==> config.mk <==
export PLATFORM = sky130hd
export DESIGN_NAME = fpcc_queue
export DESIGN_NICKNAME = d
export VERILOG_FILES = /design/src/rtl/fpcc_pkg.sv /design/src/rtl/fpcc_queue.sv
export SDC_FILE = /design/constraint.sdc
export NUM_CORES = 1
export LEC_CHECK = 0
export BUFFER_PORTS_ARGS = -buffer_cell sky130_fd_sc_hd__buf_2
export CAP_MARGIN = 10
export CORE_MARGIN = 3
export CORE_UTILIZATION = 45
export DETAILED_ROUTE_END_ITERATION = 7
export SLEW_MARGIN = 15
export SYNTH_ARGS = -nofsm -noshare
export SYNTH_HDL_FRONTEND = slang
export SYNTH_SLANG_ARGS = --single-unit
==> constraint.sdc <==
create_clock -name clk -period 7.5 [get_ports clk]
set_clock_uncertainty 0.2 [all_clocks]
set_input_delay 0.375 -clock clk [delete_from_list [all_inputs] [get_ports clk]]
set_output_delay 0.375 -clock clk [all_outputs]
set_load 0.01 [all_outputs]
==> src/rtl/fpcc_pkg.sv <==
// package for the frame payload ctr cipher: payload structs, sbox, aes helpers
// no dependencies
package fpcc_pkg;

  localparam int unsigned QueueDepth = 4;
  localparam int unsigned CfgAddrW = 4;

  typedef enum logic [0:0] {
    REG_KEY_HIGH = 1'b0,
    REG_KEY_LOW  = 1'b1
  } reg_idx_t;

  // back end states: waiting, running aes rounds, keystream block held
  typedef enum logic [1:0] { B_IDLE, B_RUN, B_HAVE } bst_t;

  typedef struct packed {
    logic [7:0]  data_byte;
    logic        dir_down;
    logic [31:0] node_addr;
    logic [31:0] frame_counter;
    logic        last_in;
  } in_item_t;

  typedef struct packed {
    logic [7:0] out_byte;
    logic       last_out;
  } out_item_t;

  // one queued item: byte, its block position and, at block start, the counter block
  typedef struct packed {
    logic [7:0]   data_byte;
    logic         last_in;
    logic [3:0]   pos;
    logic         blk_start;
    logic [127:0] ctr_blk;
  } q_item_t;

  localparam logic [7:0] SBOX [256] = '{
    8'h63,8'h7c,8'h77,8'h7b,8'hf2,8'h6b,8'h6f,8'hc5,8'h30,8'h01,8'h67,8'h2b,8'hfe,8'hd7,8'hab,8'h76,
    8'hca,8'h82,8'hc9,8'h7d,8'hfa,8'h59,8'h47,8'hf0,8'had,8'hd4,8'ha2,8'haf,8'h9c,8'ha4,8'h72,8'hc0,
    8'hb7,8'hfd,8'h93,8'h26,8'h36,8'h3f,8'hf7,8'hcc,8'h34,8'ha5,8'he5,8'hf1,8'h71,8'hd8,8'h31,8'h15,
    8'h04,8'hc7,8'h23,8'hc3,8'h18,8'h96,8'h05,8'h9a,8'h07,8'h12,8'h80,8'he2,8'heb,8'h27,8'hb2,8'h75,
    8'h09,8'h83,8'h2c,8'h1a,8'h1b,8'h6e,8'h5a,8'ha0,8'h52,8'h3b,8'hd6,8'hb3,8'h29,8'he3,8'h2f,8'h84,
    8'h53,8'hd1,8'h00,8'hed,8'h20,8'hfc,8'hb1,8'h5b,8'h6a,8'hcb,8'hbe,8'h39,8'h4a,8'h4c,8'h58,8'hcf,
    8'hd0,8'hef,8'haa,8'hfb,8'h43,8'h4d,8'h33,8'h85,8'h45,8'hf9,8'h02,8'h7f,8'h50,8'h3c,8'h9f,8'ha8,
    8'h51,8'ha3,8'h40,8'h8f,8'h92,8'h9d,8'h38,8'hf5,8'hbc,8'hb6,8'hda,8'h21,8'h10,8'hff,8'hf3,8'hd2,
    8'hcd,8'h0c,8'h13,8'hec,8'h5f,8'h97,8'h44,8'h17,8'hc4,8'ha7,8'h7e,8'h3d,8'h64,8'h5d,8'h19,8'h73,
    8'h60,8'h81,8'h4f,8'hdc,8'h22,8'h2a,8'h90,8'h88,8'h46,8'hee,8'hb8,8'h14,8'hde,8'h5e,8'h0b,8'hdb,
    8'he0,8'h32,8'h3a,8'h0a,8'h49,8'h06,8'h24,8'h5c,8'hc2,8'hd3,8'hac,8'h62,8'h91,8'h95,8'he4,8'h79,
    8'he7,8'hc8,8'h37,8'h6d,8'h8d,8'hd5,8'h4e,8'ha9,8'h6c,8'h56,8'hf4,8'hea,8'h65,8'h7a,8'hae,8'h08,
    8'hba,8'h78,8'h25,8'h2e,8'h1c,8'ha6,8'hb4,8'hc6,8'he8,8'hdd,8'h74,8'h1f,8'h4b,8'hbd,8'h8b,8'h8a,
    8'h70,8'h3e,8'hb5,8'h66,8'h48,8'h03,8'hf6,8'h0e,8'h61,8'h35,8'h57,8'hb9,8'h86,8'hc1,8'h1d,8'h9e,
    8'he1,8'hf8,8'h98,8'h11,8'h69,8'hd9,8'h8e,8'h94,8'h9b,8'h1e,8'h87,8'he9,8'hce,8'h55,8'h28,8'hdf,
    8'h8c,8'ha1,8'h89,8'h0d,8'hbf,8'he6,8'h42,8'h68,8'h41,8'h99,8'h2d,8'h0f,8'hb0,8'h54,8'hbb,8'h16
  };

  function automatic logic [7:0] xtime(input logic [7:0] a);
    xtime = {a[6:0], 1'b0} ^ (a[7] ? 8'h1b : 8'h00);
  endfunction

  // byte i of a 128-bit block sits at bits 127-8i
  function automatic logic [7:0] get_b(input logic [127:0] v, input int i);
    get_b = v[127-8*i -: 8];
  endfunction

  function automatic logic [127:0] sub_shift(input logic [127:0] s);
    logic [127:0] t;
    for (int c = 0; c < 4; c++) begin
      for (int j = 0; j < 4; j++) begin
        t[127-8*(j+4*c) -: 8] = SBOX[get_b(s, j + 4*((c + j) % 4))];
      end
    end
    sub_shift = t;
  endfunction

  function automatic logic [127:0] mix_cols(input logic [127:0] t);
    logic [127:0] m;
    logic [7:0] a0, a1, a2, a3, al;
    for (int c = 0; c < 4; c++) begin
      a0 = get_b(t, 4*c);
      a1 = get_b(t, 4*c+1);
      a2 = get_b(t, 4*c+2);
      a3 = get_b(t, 4*c+3);
      al = a0 ^ a1 ^ a2 ^ a3;
      m[127-8*(4*c)   -: 8] = a0 ^ al ^ xtime(a0 ^ a1);
      m[127-8*(4*c+1) -: 8] = a1 ^ al ^ xtime(a1 ^ a2);
      m[127-8*(4*c+2) -: 8] = a2 ^ al ^ xtime(a2 ^ a3);
      m[127-8*(4*c+3) -: 8] = a3 ^ al ^ xtime(a3 ^ a0);
    end
    mix_cols = m;
  endfunction

  function automatic logic [127:0] next_rkey(input logic [127:0] k, input logic [7:0] rcon);
    logic [31:0] w0, w1, w2, w3, tw;
    w0 = k[127:96];
    w1 = k[95:64];
    w2 = k[63:32];
    w3 = k[31:0];
    tw = {SBOX[w3[23:16]] ^ rcon, SBOX[w3[15:8]], SBOX[w3[7:0]], SBOX[w3[31:24]]};
    w0 = w0 ^ tw;
    w1 = w1 ^ w0;
    w2 = w2 ^ w1;
    w3 = w3 ^ w2;
    next_rkey = {w0, w1, w2, w3};
  endfunction

endpackage

==> src/rtl/fpcc_queue.sv <==
// small fifo between front and back ends
// depends on fpcc_pkg
module fpcc_queue #(
  parameter int unsigned Depth = fpcc_pkg::QueueDepth
) (
  input  logic              clk,
  input  logic              rst_n,
  input  logic              push,
  input  fpcc_pkg::q_item_t push_item,
  output logic              full,
  input  logic              pop,
  output fpcc_pkg::q_item_t head,
  output logic              not_empty
);
  import fpcc_pkg::*;

  localparam int unsigned AW = (Depth > 1) ? $clog2(Depth) : 1;

  q_item_t        mem_r [Depth];
  logic [AW-1:0]  wp_r, rp_r;
  logic [AW:0]    cnt_r;

  assign full      = (cnt_r == (AW+1)'(Depth));
  assign not_empty = (cnt_r != '0);
  assign head      = mem_r[rp_r];

  function automatic logic [AW-1:0] inc(input logic [AW-1:0] p);
    inc = (p == AW'(Depth - 1)) ? '0 : p + AW'(1);
  endfunction

  always_ff @(posedge clk) begin
    if (push) mem_r[wp_r] <= push_item;
  end

  always_ff @(posedge clk) begin
    if (!rst_n) begin
      wp_r  <= '0;
      rp_r  <= '0;
      cnt_r <= '0;
    end else begin
      if (push) wp_r <= inc(wp_r);
      if (pop)  rp_r <= inc(rp_r);
      cnt_r <= cnt_r + (AW+1)'(push) - (AW+1)'(pop);
    end
  end
endmodule

======== Word level (Yosys, flattened, before mapping) ========
Memory sizes are Yosys's and may differ from the RTL's. A register that Yosys moved wholly into a read port is not among the register bits.
Cells that the tools add are included.
word-level totals
  bits in writable memories ............... 568
  memories ................................ 1
  memory bits (read-only) ................. 0
  word-level logic and storage cells ...... 18
  latch bits .............................. 0
  bits of input ports ..................... 146
  output and inout port bits .............. 144
  bits in registers ....................... 7
memories
  name   words  width  rd ports  clocked after Yosys merged registers in  write ports  RTL line          source
  mem_r  4      142    1         1                                        1            fpcc_queue.sv:19  q_item_t mem_r [Depth];
operators by class
  muxes and demuxes ....................... 6
  reduce and logical (&&, ||, !) cells .... 1
  shift-type cells ........................ 0
  $lt $le $gt $ge ......................... 0
  div/mod/pow operators ................... 0
  $mul .................................... 0
  eq/ne operators ......................... 3
  bitwise logic cells ..................... 0
  $add $sub $neg .......................... 4
operators with widths
  cell                                                            count
  2-bit two-way mux                                               4
  2-bit by 1-bit adder with 2-bit output (second input constant)  2
  2-bit == test (second input constant)                           2
  3-bit by 1-bit adder with 3-bit output                          1
  3-bit == test (second input constant)                           1
  3-bit nonzero test                                              1
  3-bit by 1-bit subtractor with 3-bit output                     1
  1-bit two-way mux                                               2

======== Depth between registers and ports, before layout ========
  depth in word-level cells ............... 4
  mapped depth ............................ 7
  mapped depth without buffers ............ 7

======== Worst setup path before layout ========
OpenSTA, ideal clock, no wires.
  path kind ............................... register -> register
  start point ............................. reg wp_r[0]
  end point ............................... mem mem_r[0][0] (netlist name) (enable)
  stages on the path, launching flop included .. 4
  library setup time ...................... 518 ps
  buffers on the path ..................... 0
  data arrival time ....................... 3789 ps
  required time ........................... 6782 ps
  setup slack ............................. 2993 ps
  clock period less this slack ............ 4507 ps
  cell sequence ........................... dfxtp_1 inv_1 ha_1 and2_1
RTL lines
  what                    RTL line          source
  start, declared         fpcc_queue.sv:20  logic [AW-1:0] wp_r, rp_r;
  start signal, assigned  fpcc_queue.sv:41  if (push) wp_r <= inc(wp_r);
  end, declared           fpcc_queue.sv:19
No word-level cell before the write port.

==> results by group <==
Drt
  • Via density: 5.16
  • # DRC: 0
  • WL per Instance: 21.5 µm
  • Routed Antenna Nets: 0
  • 1st-iter DRT viols: 521
  • DR pass1 iterations: 4
  • Drt total wl: 41,100 µm
  • Vias after detailed routing: 9,847

Layout
  • Multi-input gate area: 3460 µm²
  • Register area: 17,200 µm²
  • Final nets: 1,414
  • Fraction of layout cells with a size suffix above 1: 41.0%
  • Layout Cells excl Fill: 1,910
  • Area growth syn-to-layout: 26.0%
  • Layout fillers: 3,347

Worst setup path
  • Max FO, Critical Path: 101
  • Crit path cell chain: buf_12, mux4_2, buf_2
  • R2R Path Start: wp_r[0]
  • Setup CP Type: reg -> out
  • Worst EP arrival: 3.16 ns
  • Launching element type of the critical path: flip-flop
  • Required time worst endpoint: 6.92 ns
  • Worst setup EP type: output port
  • CP delay by family, top: flip-flops
  • Reg2reg end: mem_r[2][113]
  • Critical Path Max Stage Delay: 0.96 ns
  • Worst path slowest cell: dfxtp_4
  • WP buf/inv: 2
  • Worst R2R Setup Slack: 4.83 ns
  • Worst Reg-to-Reg Cells: 4

Min path
  • Hold path depth: 2
  • Hold Startpoint: rp_r[0]
  • Hold WC Path Type: reg -> reg

Clock tree
  • Num CTS Buffers: 59
  • H-tree Lvls: 2
  • Root Buffer: clkbuf_16
  • CTS Sinks: 577
  • Clk Latency, worst-skew pair: 0.61 ns
  • Clock transition at path regs: 0.06 ns
  • CTS Hold Bufs: 145
  • Post-cts sizing count: 0
  • Longest Clk Path Bufs: 3
  • CTS tree: built
  • Postcts setup bufs: 0

Die
  • Die X: 222 µm
  • Die Footprint: 49,100 µm²
  • I/O pins: 290
  • Placeable Area: 45,700 µm²
  • Row cnt: 78
  • Die height: 222 µm
  • Initial core utilization: 45.8%

Timing
  • Period Utilization, post-route: 49.7%
  • RSZ-0062 raised after global routing: false
  • Post-route setup TNS: 0 ns
  • Max_slew headroom: 26.9%
  • Hold Vio Cnt, Final: 0
  • Worst-Margin Slew: 1.10 ns
  • Final setup vio count: 0
  • Post-layout min period: 3.73 ns
  • Slew Limit Fails: 0
  • Achievable Freq: 268 MHz

GRT
  • Pin count of the biggest net entering global routing: 102
  • Initial antenna violation count: 2
  • First-pass GRT wire length: 64,000 µm
  • Total grt overflow: 0
  • GRT Util Overall: 16.9%
  • Vias in the first global route: 10,745

Synth
  • Mux share of post-synthesis cell area: 15.4%
  • Post-Synth XOR/XNOR Area: 0.114%
  • Post-Synth Simple-Gate Area: 0.436%
  • Most common cell in the netlist: edfxtp_1
  • Synthesized cell area: 20,900 µm²
  • Adder-cell share of the synthesized area: 0.514%
  • Post-synth top area share: 81.5%
  • Syn Nets: 940
  • Async SR Flop Fraction: 0%
  • Synth warn: 0
  • Main synth FF type: edfxtp_1
  • Compound-gate portion of the synthesized area: 0.0478%
  • Area leader, netlist: edfxtp_1
  • Seq/Total Area, Yosys: 82.4%
  • Seq cells post-synth: 577
  • Largest family of logic cells by synthesized area: multiplexers
  • Post-synth cell types: 18
  • Top cells by count, synth: edfxtp_1 (568), mux4_2 (142), buf_2 (16)
  • Cells after synthesis: 786
  • Ranking of synthesized cells by area: edfxtp_1 (81%), mux4_2 (15%), dfxtp_1 (0.86%)
  • Post-synth EDFFs: 568
  • Syn Area/Cell: 26.6 µm²

Pwr
  • Pwr dens: 273 nW/µm²
  • Lkg Pwr: 0.00896 µW
  • Max VDD drop: 0.260 mV

Outcome
  • Outcome: finished clean

Run
  • Max Cap Viol: 0

Placed design
  • Post-Place Cells: 1,654
  • DP HPWL: 23,000 µm
  • GP Congestion: 0.679
  • I/O Buffers: 289
==> layout make-up <==
class / instances / share of cell area (%)
Antenna cell: 2 / 0.0190
Clock buffer: 72 / 5.78
Clock inverter: 37 / 1.41
Inverter: 7 / 0.0996
Multi-Input combinational cell: 170 / 13.1
Sequential cell: 577 / 65.4
Tap cell: 600 / 2.85
Timing Repair Buffer: 445 / 11.3
==> through the flow <==
step	hold slack, ns	instance area (µm²)	total power, µW	setup slack [ns]	util (%)
2_1_floorplan	0.274	20900	4130	2.99	-
3_3_place_gp	0.297	23000	4370	4.25	50.4
3_5_place_dp	0.303	23000	4380	4.23	50.4
4_1_cts	0.266	26400	7300	3.55	57.7
5_1_grt	0.297	26400	7480	3.43	57.7
6_report	0.304	26400	7200	3.77	57.8
==> logic make-up (layout without fill, tap and decap cells) <==
logic type                 count (synthesis)  count (layout)
buffers and inverters                     39             561
adders and majority gates                  8               8
other                                      0               2
xor gates and xnor gates                   1               1
muxes                                    144             144
and+or+nand+nor                           15              15
DFF                                      577             577
AOI/OAI and AO/OA                          2               2
==> state kept, by name, summed over array words and instances (netlist names), named ones only <==
signal / flops
cnt_r: 3
rp_r: 2
mem_r: 568
wp_r: 2
==> power breakdown <==
part	leakage, µW	switching (µW)	internal, µW
registers	0.00529	41.5	3680
logic	0.00274	321	308
clock network	0.000922	1160	1680
==> placed cells by master (no fill, tap or decap) <==
| cell | synthesis | final |
|---|---|---|
| or3_1 | 1 | 1 |
| clkinv_2 | 0 | 12 |
| edfxtp_1 | 568 | 568 |
| clkinv_1 | 0 | 10 |
| buf_2 | 16 | 289 |
| dlygate4sd3_1 | 0 | 145 |
| dfxtp_4 | 0 | 2 |
| inv_6 | 0 | 3 |
| clkbuf_1 | 6 | 13 |
| and2_4 | 0 | 4 |
| bufinv_16 | 0 | 7 |
| fa_1 | 1 | 1 |
| mux4_2 | 142 | 142 |
| nand2b_1 | 2 | 2 |
| buf_4 | 0 | 10 |
| or3b_2 | 2 | 2 |
| clkinv_4 | 0 | 1 |
| clkbuf_16 | 0 | 59 |
| buf_12 | 0 | 1 |
| nor2_1 | 3 | 3 |
| xor3_1 | 1 | 1 |
| a21oi_1 | 2 | 2 |
| clkinvlp_4 | 0 | 4 |
| inv_1 | 7 | 7 |
| ha_1 | 7 | 7 |
| and3_1 | 1 | 1 |
| diode_2 | 0 | 2 |
| dfxtp_1 | 9 | 7 |
| and2_1 | 6 | 2 |
| mux2i_1 | 2 | 2 |
==> worst min-delay path, cell delays in order (launching register included) <==
cell and delay [ns]:
dfxtp_1 0.32, nand2b_1 0.07, a21oi_1 0.07
==> worst max path at each step <==
stage	startpoint	endpoint	cells after the start
2_1_floorplan	wp_r[0]	mem_r[0][0]	3
3_3_place_gp	flip-flop	head[61]	3
3_5_place_dp	flip-flop	head[54]	3
4_1_cts	flip-flop	head[54]	3
5_1_grt	flip-flop	head[51]	3
6_report	flip-flop	head[58]	3
==> per-layer routing <==
metal	up-vias	part of all wire [%]	GRT usage, %
met5	-	0.017	0
li1	4362	-	-
met2	275	48	27.3
met3	62	7.4	4.87
met1	5146	43	22.8
met4	2	1.9	4.95
No activity file was read; power rests on OpenSTA's default activity.
