File: src/rtl/fpcc_pkg.sv
// package for the frame payload ctr cipher: payload structs, sbox, aes helpers
// no dependencies
package fpcc_pkg;

  localparam int unsigned QueueDepth = 4;
  localparam int unsigned CfgAddrW = 4;

  typedef enum logic [0:0] {
    REG_KEY_HIGH = 1'b0,
    REG_KEY_LOW  = 1'b1
  } reg_idx_t;

  // back end states: waiting, running aes rounds, keystream block held
  typedef enum logic [1:0] { B_IDLE, B_RUN, B_HAVE } bst_t;

  typedef struct packed {
    logic [7:0]  data_byte;
    logic        dir_down;
    logic [31:0] node_addr;
    logic [31:0] frame_counter;
    logic        last_in;
  } in_item_t;

  typedef struct packed {
    logic [7:0] out_byte;
    logic       last_out;
  } out_item_t;

  // one queued item: byte, its block position and, at block start, the counter block
  typedef struct packed {
    logic [7:0]   data_byte;
    logic         last_in;
    logic [3:0]   pos;
    logic         blk_start;
    logic [127:0] ctr_blk;
  } q_item_t;

  localparam logic [7:0] SBOX [256] = '{
    8'h63,8'h7c,8'h77,8'h7b,8'hf2,8'h6b,8'h6f,8'hc5,8'h30,8'h01,8'h67,8'h2b,8'hfe,8'hd7,8'hab,8'h76,
    8'hca,8'h82,8'hc9,8'h7d,8'hfa,8'h59,8'h47,8'hf0,8'had,8'hd4,8'ha2,8'haf,8'h9c,8'ha4,8'h72,8'hc0,
    8'hb7,8'hfd,8'h93,8'h26,8'h36,8'h3f,8'hf7,8'hcc,8'h34,8'ha5,8'he5,8'hf1,8'h71,8'hd8,8'h31,8'h15,
    8'h04,8'hc7,8'h23,8'hc3,8'h18,8'h96,8'h05,8'h9a,8'h07,8'h12,8'h80,8'he2,8'heb,8'h27,8'hb2,8'h75,
    8'h09,8'h83,8'h2c,8'h1a,8'h1b,8'h6e,8'h5a,8'ha0,8'h52,8'h3b,8'hd6,8'hb3,8'h29,8'he3,8'h2f,8'h84,
    8'h53,8'hd1,8'h00,8'hed,8'h20,8'hfc,8'hb1,8'h5b,8'h6a,8'hcb,8'hbe,8'h39,8'h4a,8'h4c,8'h58,8'hcf,
    8'hd0,8'hef,8'haa,8'hfb,8'h43,8'h4d,8'h33,8'h85,8'h45,8'hf9,8'h02,8'h7f,8'h50,8'h3c,8'h9f,8'ha8,
    8'h51,8'ha3,8'h40,8'h8f,8'h92,8'h9d,8'h38,8'hf5,8'hbc,8'hb6,8'hda,8'h21,8'h10,8'hff,8'hf3,8'hd2,
    8'hcd,8'h0c,8'h13,8'hec,8'h5f,8'h97,8'h44,8'h17,8'hc4,8'ha7,8'h7e,8'h3d,8'h64,8'h5d,8'h19,8'h73,
    8'h60,8'h81,8'h4f,8'hdc,8'h22,8'h2a,8'h90,8'h88,8'h46,8'hee,8'hb8,8'h14,8'hde,8'h5e,8'h0b,8'hdb,
    8'he0,8'h32,8'h3a,8'h0a,8'h49,8'h06,8'h24,8'h5c,8'hc2,8'hd3,8'hac,8'h62,8'h91,8'h95,8'he4,8'h79,
    8'he7,8'hc8,8'h37,8'h6d,8'h8d,8'hd5,8'h4e,8'ha9,8'h6c,8'h56,8'hf4,8'hea,8'h65,8'h7a,8'hae,8'h08,
    8'hba,8'h78,8'h25,8'h2e,8'h1c,8'ha6,8'hb4,8'hc6,8'he8,8'hdd,8'h74,8'h1f,8'h4b,8'hbd,8'h8b,8'h8a,
    8'h70,8'h3e,8'hb5,8'h66,8'h48,8'h03,8'hf6,8'h0e,8'h61,8'h35,8'h57,8'hb9,8'h86,8'hc1,8'h1d,8'h9e,
    8'he1,8'hf8,8'h98,8'h11,8'h69,8'hd9,8'h8e,8'h94,8'h9b,8'h1e,8'h87,8'he9,8'hce,8'h55,8'h28,8'hdf,
    8'h8c,8'ha1,8'h89,8'h0d,8'hbf,8'he6,8'h42,8'h68,8'h41,8'h99,8'h2d,8'h0f,8'hb0,8'h54,8'hbb,8'h16
  };

  function automatic logic [7:0] xtime(input logic [7:0] a);
    xtime = {a[6:0], 1'b0} ^ (a[7] ? 8'h1b : 8'h00);
  endfunction

  // byte i of a 128-bit block sits at bits 127-8i
  function automatic logic [7:0] get_b(input logic [127:0] v, input int i);
    get_b = v[127-8*i -: 8];
  endfunction

  function automatic logic [127:0] sub_shift(input logic [127:0] s);
    logic [127:0] t;
    for (int c = 0; c < 4; c++) begin
      for (int j = 0; j < 4; j++) begin
        t[127-8*(j+4*c) -: 8] = SBOX[get_b(s, j + 4*((c + j) % 4))];
      end
    end
    sub_shift = t;
  endfunction

  function automatic logic [127:0] mix_cols(input logic [127:0] t);
    logic [127:0] m;
    logic [7:0] a0, a1, a2, a3, al;
    for (int c = 0; c < 4; c++) begin
      a0 = get_b(t, 4*c);
      a1 = get_b(t, 4*c+1);
      a2 = get_b(t, 4*c+2);
      a3 = get_b(t, 4*c+3);
      al = a0 ^ a1 ^ a2 ^ a3;
      m[127-8*(4*c)   -: 8] = a0 ^ al ^ xtime(a0 ^ a1);
      m[127-8*(4*c+1) -: 8] = a1 ^ al ^ xtime(a1 ^ a2);
      m[127-8*(4*c+2) -: 8] = a2 ^ al ^ xtime(a2 ^ a3);
      m[127-8*(4*c+3) -: 8] = a3 ^ al ^ xtime(a3 ^ a0);
    end
    mix_cols = m;
  endfunction

  function automatic logic [127:0] next_rkey(input logic [127:0] k, input logic [7:0] rcon);
    logic [31:0] w0, w1, w2, w3, tw;
    w0 = k[127:96];
    w1 = k[95:64];
    w2 = k[63:32];
    w3 = k[31:0];
    tw = {SBOX[w3[23:16]] ^ rcon, SBOX[w3[15:8]], SBOX[w3[7:0]], SBOX[w3[31:24]]};
    w0 = w0 ^ tw;
    w1 = w1 ^ w0;
    w2 = w2 ^ w1;
    w3 = w3 ^ w2;
    next_rkey = {w0, w1, w2, w3};
  endfunction

endpackage

File: src/rtl/fpcc_front.sv
// front end: accepts payload bytes, tracks block position and index, builds counter block
// depends on fpcc_pkg
module fpcc_front (
  input  logic               clk,
  input  logic               rst_n,
  input  logic               in_valid,
  output logic               in_ready,
  input  fpcc_pkg::in_item_t in_data,
  output logic               q_push,
  output fpcc_pkg::q_item_t  q_item,
  input  logic               q_full
);
  import fpcc_pkg::*;

  logic [3:0] pos_r, pos_nxt;
  logic [7:0] blk_idx_r, blk_idx_nxt;

  assign in_ready = !q_full;
  assign q_push   = in_valid && in_ready;

  always_comb begin
    q_item.data_byte = in_data.data_byte;
    q_item.last_in   = in_data.last_in;
    q_item.pos       = pos_r;
    q_item.blk_start = (pos_r == 4'd0);
    q_item.ctr_blk   = {8'h01, 32'h0, 7'h0, in_data.dir_down,
                        in_data.node_addr[7:0], in_data.node_addr[15:8],
                        in_data.node_addr[23:16], in_data.node_addr[31:24],
                        in_data.frame_counter[7:0], in_data.frame_counter[15:8],
                        in_data.frame_counter[23:16], in_data.frame_counter[31:24],
                        8'h00, blk_idx_r};
    pos_nxt     = pos_r;
    blk_idx_nxt = blk_idx_r;
    if (q_push) begin
      if (in_data.last_in) begin
        pos_nxt     = 4'd0;
        blk_idx_nxt = 8'd1;
      end else begin
        pos_nxt = pos_r + 4'd1;
        if (pos_r == 4'hf) blk_idx_nxt = blk_idx_r + 8'd1;
      end
    end
  end

  always_ff @(posedge clk) begin
    if (!rst_n) begin
      pos_r     <= '0;
      blk_idx_r <= 8'd1;
    end else begin
      pos_r     <= pos_nxt;
      blk_idx_r <= blk_idx_nxt;
    end
  end
endmodule

File: config.mk
export PLATFORM = sky130hd
export DESIGN_NAME = fpcc_front
export DESIGN_NICKNAME = d
export VERILOG_FILES = /design/src/rtl/fpcc_pkg.sv /design/src/rtl/fpcc_front.sv
export SDC_FILE = /design/constraint.sdc
export NUM_CORES = 1
export LEC_CHECK = 0
export ABC_AREA = 0
export BUFFER_PORTS_ARGS = -buffer_cell sky130_fd_sc_hd__buf_2
export CAP_MARGIN = 0
export CORE_ASPECT_RATIO = 0.6
export CORE_MARGIN = 10
export CORE_UTILIZATION = 34
export CTS_CLUSTER_SIZE = 14
export DETAILED_ROUTE_END_ITERATION = 6
export PLACE_DENSITY = 0.91
export SLEW_MARGIN = 20
export SYNTH_ARGS = -nofsm -noshare
export SYNTH_HDL_FRONTEND = slang
export SYNTH_SLANG_ARGS = --single-unit
File: constraint.sdc
create_clock -name clk -period 2.9 [get_ports clk]
set_clock_uncertainty 0.15 [all_clocks]
set_input_delay 0.435 -clock clk [delete_from_list [all_inputs] [get_ports clk]]
set_output_delay 0.435 -clock clk [all_outputs]
set_load 0.02 [all_outputs]
Word-level counts from Yosys, hierarchy flattened:

Index checks and enable logic that the tools add are counted.

* bits in registers: 12
* latch bits: 0
* bits in writable memories: 0
* memory bits (read-only): 0
* bits of input ports: 78
* output and inout port bits: 144
* logic and storage cells: 13
* memories: 0

* add/sub/neg operators: 2
* $mul: 0
* div/mod/pow operators: 0
* $lt $le $gt $ge: 0
* equality and inequality tests: 1
* shifts and indexed selects: 0
* mux-type cells: 3
* bitwise operators: 0
* reductions and logical operators: 5

Operators by type and width (count)
* 8-bit two-way mux: 2
* 8-bit by 1-bit adder with 8-bit output, second input constant: 1
* 4-bit by 1-bit adder with 4-bit output, second input constant: 1
* 4-bit equality test, second input constant: 1
* 4-bit logical NOT: 1
* 4-bit two-way mux: 1
* 2-bit AND reduction: 1
* 2-bit nonzero test: 1
* 1-bit logical AND: 1
* 1-bit logical NOT: 1

Depth between registers and ports, before layout:

Gate-level depths: netlist of the first run.

* depth in word-level cells: 3
* mapped depth: 5

Worst setup path after synthesis of the first run:

Ideal clock, no wire load.

* path type: register -> register
* from: register pos_r[0]
* to: register blk_idx_r[6]
* setup time: 0.071 ns
* arrival: 1.599 ns
* required time: 2.679 ns
* path slack: 1.080 ns
* stages on the path, launching flop included: 6
* path buffers: 1
* period minus slack after synthesis: 1.820 ns
* cell sequence: dfxtp_1 -> ha_1 -> a31oi_1 -> buf_6 -> or4_1 -> a21oi_1

* word-level cells in the longest chain between the ends: 3

RTL lines
* from (decl): line fpcc_front.sv:15 `logic [3:0] pos_r, pos_nxt;`
* from (signal assigned): line fpcc_front.sv:50 `pos_r <= pos_nxt;`
* 4-bit equality test: line fpcc_front.sv:40 `if (pos_r == 4'hf) blk_idx_nxt = blk_idx_r + 8'd1;`
* 2-bit nonzero test (no source line)
* 2-bit AND reduction (no source line)
* to (signal assigned): line fpcc_front.sv:51 `blk_idx_r <= blk_idx_nxt;`
* to (decl): line fpcc_front.sv:16 `logic [7:0] blk_idx_r, blk_idx_nxt;`

Every way passes these cells.
A chain may end at the register's enable or synchronous reset.

Final worst setup path of the first run:

* from: register pos_r[0]
* to: register blk_idx_r[5]

Same word-level chain as after synthesis.

==> results.md, run 1 <==
- CP Cell Sequence: ha_1, a31oi_1, or4_1, a21oi_1
- Largest net degree at the start of global routing: 15
- Top-count cell post-synth: buf_4
- Psw: 0.158 mW
- Power Density: about 430 mW/mm^2
- CORE AREA: roughly 0.0046 sq mm
- Post-synth EDFFs: 0
- Top_reg_cell synth: dfxtp_1
- Sequential power share: a little under two fifths
- Tcrit/Tclk final: ~66%
- Ports: around 220
- Post-layout util: a little under a quarter
- Initial antenna violation count: 0
- Die Height: roughly 73 um
- FF/Latch Area: around 240 sq um
- PostCTS Resize Cnt: 0
- R2R depth: 4
- Layout cells sized above 1: 16.0%
- RSZ-0062 raised after global routing: no
- Clock power frac: approximately 40%
- Hold Path Stages: 2
- Starting density of the core: a little over a third
- Unique masters post-synth: 27
- Pleak: ~0.5 nW
- Max Cap Viol: 0
- WP depth: 4
- Die width: approximately 110 um
- Setup Viol. Count Final: 0
- Status: finished, final reports clean
- Worst slew pin tran: between 800 and 900 ps
- Clock tree from TritonCTS: yes
- Yosys reg bits: 12
- Total gr overflow: 0
- Number of port buffers: 20
- Cell family with the largest share of critical-path delay: simple AND/OR/NAND/NOR gates
- CP arrival: 1940 ps
- Ys Warns: 0
- Hold buffers post-CTS: 0
- Peak supply drop: about 0.15 mV
- DIE AREA: roughly 0.008 sq mm
- Drt pass-1 iters: 4
- Syn Area/Cell: 7.84 sq um
- Setup TNS: 0 ps
- Seq/Total Area, Yosys: between 10% and 20%
- Final Max Slew Viols: 0
- Hpwl dp: 2.80 mm
- Via count: 860
- CP Class: reg -> reg
- Gate Count Post-Synth: between 200 and 250
- R2r setup slk: just under 1000 ps
- Worst setup EP type: flip-flop
- Required time worst endpoint: roughly 3000 ps
- Setup repair bufs after CTS: 0
- Post-synthesis cell area: about 0.0016 sq mm
- Antenna viol nets, final: 0
- Filler cells: 540
- Internal Power: a little under 0.3 mW
- Remaining DRCs: 0
- Area delta synth->final: -34.4%
- First-pass GRT wire length: 4.84 mm
- Area contributors post-synth: buf_4 61%, dfxtp_1 15%, ha_1 2.3%, or4_1 2.3%, a21oi_1 1.9%
- Vias per Instance: around 4
- Root buffer cell: clkbuf_8
- Power share of the combinational group: 21.8%
- H-tree depth: 1
- Relative slew slack: between 40 and 50%
- CP Buf/Inv Count: 0
- Post-synth top area share: between 60% and 70%
- Area occupied by multi-input gates: roughly 550 sq um
- Hold crit path type: in -> reg
- Clk_lat worst skew: ~250 ps
- Max clock buf depth: 2
- Area leader, netlist: buf_4
- GR Util All Layers: approximately 7.7%
- Vias in the first global route: roughly 900
- Max Fclk: 0.521 GHz
- Routability Congestion: approximately 0.81
- Clk sinks: 12
- Fin. Hold Viols: 0
- FFs w/ async S/R, synth: 0%
- Sw Share: around a third
- CTS Buf Count: 3
- Critical Path Fanout Max: 11
- Min Hold Slack: approximately 260 ps
- Post-synth top cells: 129 x buf_4, 12 x dfxtp_1, 7 x inv_1
- Critical path's slowest cell: or4_1
- Drt total wl: ~3.4 mm
- Startpoint Class: flip-flop
- Crit path largest cell delay: a little under 600 ps
- Worst-path clk slew: 60 ps
- Min Tclk post-route: between 1500 and 2000 ps
- N_diodes: 0
- DR iter-0 viols: 67
- FP Rows: 19
- Overall power: 0.456 mW
- WL per Instance: around 16 um
- Layout net count: roughly 230
==> area by class of cell <==
class / instances / area share, %
Tap cell: 63 / 7.51
Multi-Input combinational cell: 107 / 52.3
Inverter: 7 / 2.50
Clock buffer: 4 / 5.24
Sequential cell: 12 / 22.9
Timing Repair Buffer: 20 / 9.54
==> registers in the layout, indices dropped and copies added (netlist names) <==
register,cells
pos_r,4
blk_idx_r,8
==> metal layers <==
metal	share of wire, %	track usage (%)	vias up
met5	0	0	-
met4	1.3	2.77	0
met3	19	8.91	10
met2	47	11.5	89
met1	33	6.47	387
li1	-	-	374
==> through the flow <==
stage	setup slack, ps	area [sq um]	cells
6_report	982	1050	213
5_1_grt	846	1050	213
4_1_cts	989	1050	213
3_5_place_dp	992	995	209
3_3_place_gp	1080	995	209
2_1_floorplan	1080	1800	257
==> layout by cell type (no fill, tap or decap), drive strengths merged, types with 4 or more instances in the layout <==
master / netlist / routed
buf: 130 / 20
dfxtp: 12 / 12
or4: 5 / 5
conb: 2 / 55
nand2: 4 / 4
nand3: 6 / 6
a21oi: 6 / 6
o31ai: 4 / 4
inv: 7 / 7
clkbuf: 1 / 4
==> final timing paths <==
kind                startpoint           end
setup / recovery      pos_r[0]  blk_idx_r[5]
hold / removal           rst_n  blk_idx_r[0]
setup reg to reg      pos_r[0]  blk_idx_r[5]
hold reg to reg   blk_idx_r[6]  blk_idx_r[6]
==> power groups by stage <==
stage                     logic, mW  registers (mW)  clock network (mW)
after floorplan               0.286           0.174                   0
after global placement       0.0951           0.172                   0
after detailed placement     0.0958           0.172                   0
after CTS                    0.0958           0.169               0.190
after global routing          0.106           0.169               0.200
final                        0.0996           0.169               0.188
==> cells by family after synthesis <==
family,share of synthesized area (%)
XOR/XNOR,1.09
flip-flops,15.0
other,0.469
buffers and inverters,63.1
adder cells (fa/ha/maj),2.35
multiplexers,0.626
AND/OR/NAND/NOR,11.3
AO/OA/AOI/OAI,6.02
Power figures use the tool's default switching activity.
==> inputs of run 2 (changes only) <==
Settings changed: CORE_UTILIZATION 34 to 28, PLACE_DENSITY 0.91 to 0.81.
Clock period 2.9 ns to 1.6 ns, I/O delays scaled along.
==> results.md, run 2 (synthesis gave the netlist of run 1 again) <==
- Required time worst endpoint: ~1200 ps
- Startpoint Class: flip-flop
- Setup Viol. Count Final: 0
- GR peak layer: met2
- Fin. Hold Viols: 0
- Peak supply drop: between 0.2 and 0.25 mV
- Post-layout util: between 20 and 25%
- Commonest non-fill, non-tap cell in the layout: conb_1
- Min Hold Slack: 75.4 ps
- Starting density of the core: 28.9%
- Clock tree from TritonCTS: yes
- Max Fclk: about 0.64 GHz
- First-pass GRT wire length: between 5 and 6 mm
- Antenna viol nets, final: 0
- Pleak: roughly 0.54 nW
- Clk_lat worst skew: 240 ps
- Max Cap Viol: 0
- Largest net degree at the start of global routing: 11
- Largest registers: blk_idx_r x8, pos_r x4
- CP arrival: between 1000 and 1500 ps
- Min Tclk post-route: 1570 ps
- M3 GR Usage: under 10%
- Worst-path clk slew: 50 ps
- GR met2 Demand/Resource: between 10% and 20%
- Area of placed instances: roughly 0.0011 sq mm
- Layout net count: approximately 240
- Hpwl dp: around 3.1 mm
- Met1 Use GR: roughly 6.0%
- Total gr overflow: 0
- N_diodes: 0
- Drt pass-1 iters: 4
- FP Rows: 21
- CORE AREA: 0.00554 sq mm
- Routability Congestion: 0.795
- Remaining DRCs: 0
- Die width: between 100 and 150 um
- Die Height: between 70 and 80 um
- DIE AREA: 0.00924 sq mm
- Root buffer cell: clkbuf_8
- Register with the most flip-flops: blk_idx_r
- Number of port buffers: 20
- Max clock buf depth: 2
- Status: finished, final reports clean
- Power Density: between 600 and 700 mW/mm^2
- Hold crit path type: in -> reg
- H-tree depth: 1
- Drt total wl: about 3.8 mm
- Ports: 222
- Design Area, Final: 0.00123 sq mm
- Area delta synth->final: -23.3%
- Max reg flops: 8
- Layout cells sized above 1: between 30% and 40%
- GR Util All Layers: between 7 and 8%
- Tcrit/Tclk final: 98.4%
- Commonest non-fill, non-tap cells in the layout: 55 x conb_1, 19 x buf_2, 9 x buf_4
- Worst setup EP type: primary output
- Vias per Instance: 3.85
- DR iter-0 viols: 45
- CTS Buf Count: 3
- Initial antenna violation count: 0
- RSZ-0062 raised after global routing: yes
- Clk sinks: 12
- Critical Path Fanout Max: 3
- WL per Instance: 15.8 um
- Vias in the first global route: 918
- Via count: 925
- CP Class: reg -> out
- Final Max Slew Viols: 0
[run 2: cell count changes in the layout (fill, tap and decap cells not counted), moves of 2 or more]
cell     previous run  this run
dfxtp_2             0         2
dfxtp_1            12         7
nand3_1             6         4
nand3_2             0         2
ha_4                0         2
buf_4               0         9
dfxtp_4             0         3
ha_1                3         0
[run 2: cell type report]
type | instances | area (sq um)
multi-input cells | 108 | 628
inverters | 7 | 26.3
well taps | 80 | 100
fillers | 650 | 4320
clock buffers | 4 | 45.0
repair buffers | 29 | 174
flip-flops and latches | 12 | 254
[run 2: per-layer routing]
metal / vias up / part of all wire [%] / wire length, um
met1: 429 / 30 / 1150
met4: 0 / 1.3 / 51
li1: 391 / - / -
met2: 95 / 48 / 1840
met3: 10 / 20 / 747
met5: - / 0 / 0
[run 2: power breakdown]
group / switching [mW] / internal, mW
sequential: 0.00351 / 0.299
clock: 0.116 / 0.176
combinational: 0.170 / 0.0360
[run 2: final timing paths]
check	startpoint	endpoint	slack, ps	cells past startpoint
setup reg to reg	blk_idx_r[0]	blk_idx_r[1]	70	4
setup / recovery	pos_r[0]	q_item[128]	30	5
hold reg to reg	blk_idx_r[7]	blk_idx_r[7]	350	2
hold / removal	rst_n	blk_idx_r[0]	80	2
[run 2: timing repair]
item	CTS	global route
gates cloned	0	1
setup buffers	0	2
hold buffers	0	0
resized for setup	6	9
endpoints found under the hold margin	0	0
pin swaps	1	6
setup endpoints to repair	4	8
[run 2: metrics by stage]
stage	TNS [ps]	power [mW]	std cells	worst slack, ps
floorplan	0	0.834	257	2.30
global placement	-43.0	0.494	233	-43.0
detailed placement	-40.4	0.495	233	-40.4
CTS	-17.7	0.798	237	-17.7
global route	-70.0	0.839	240	-45.5
finish	0	0.800	240	26.1
[run 2: worst max-delay path: stages, from the launching register on]
cell and delay (ps):
dfxtp_4 350, buf_6 120, inv_2 60, ha_4 110
nor3b_2 140, buf_4 160
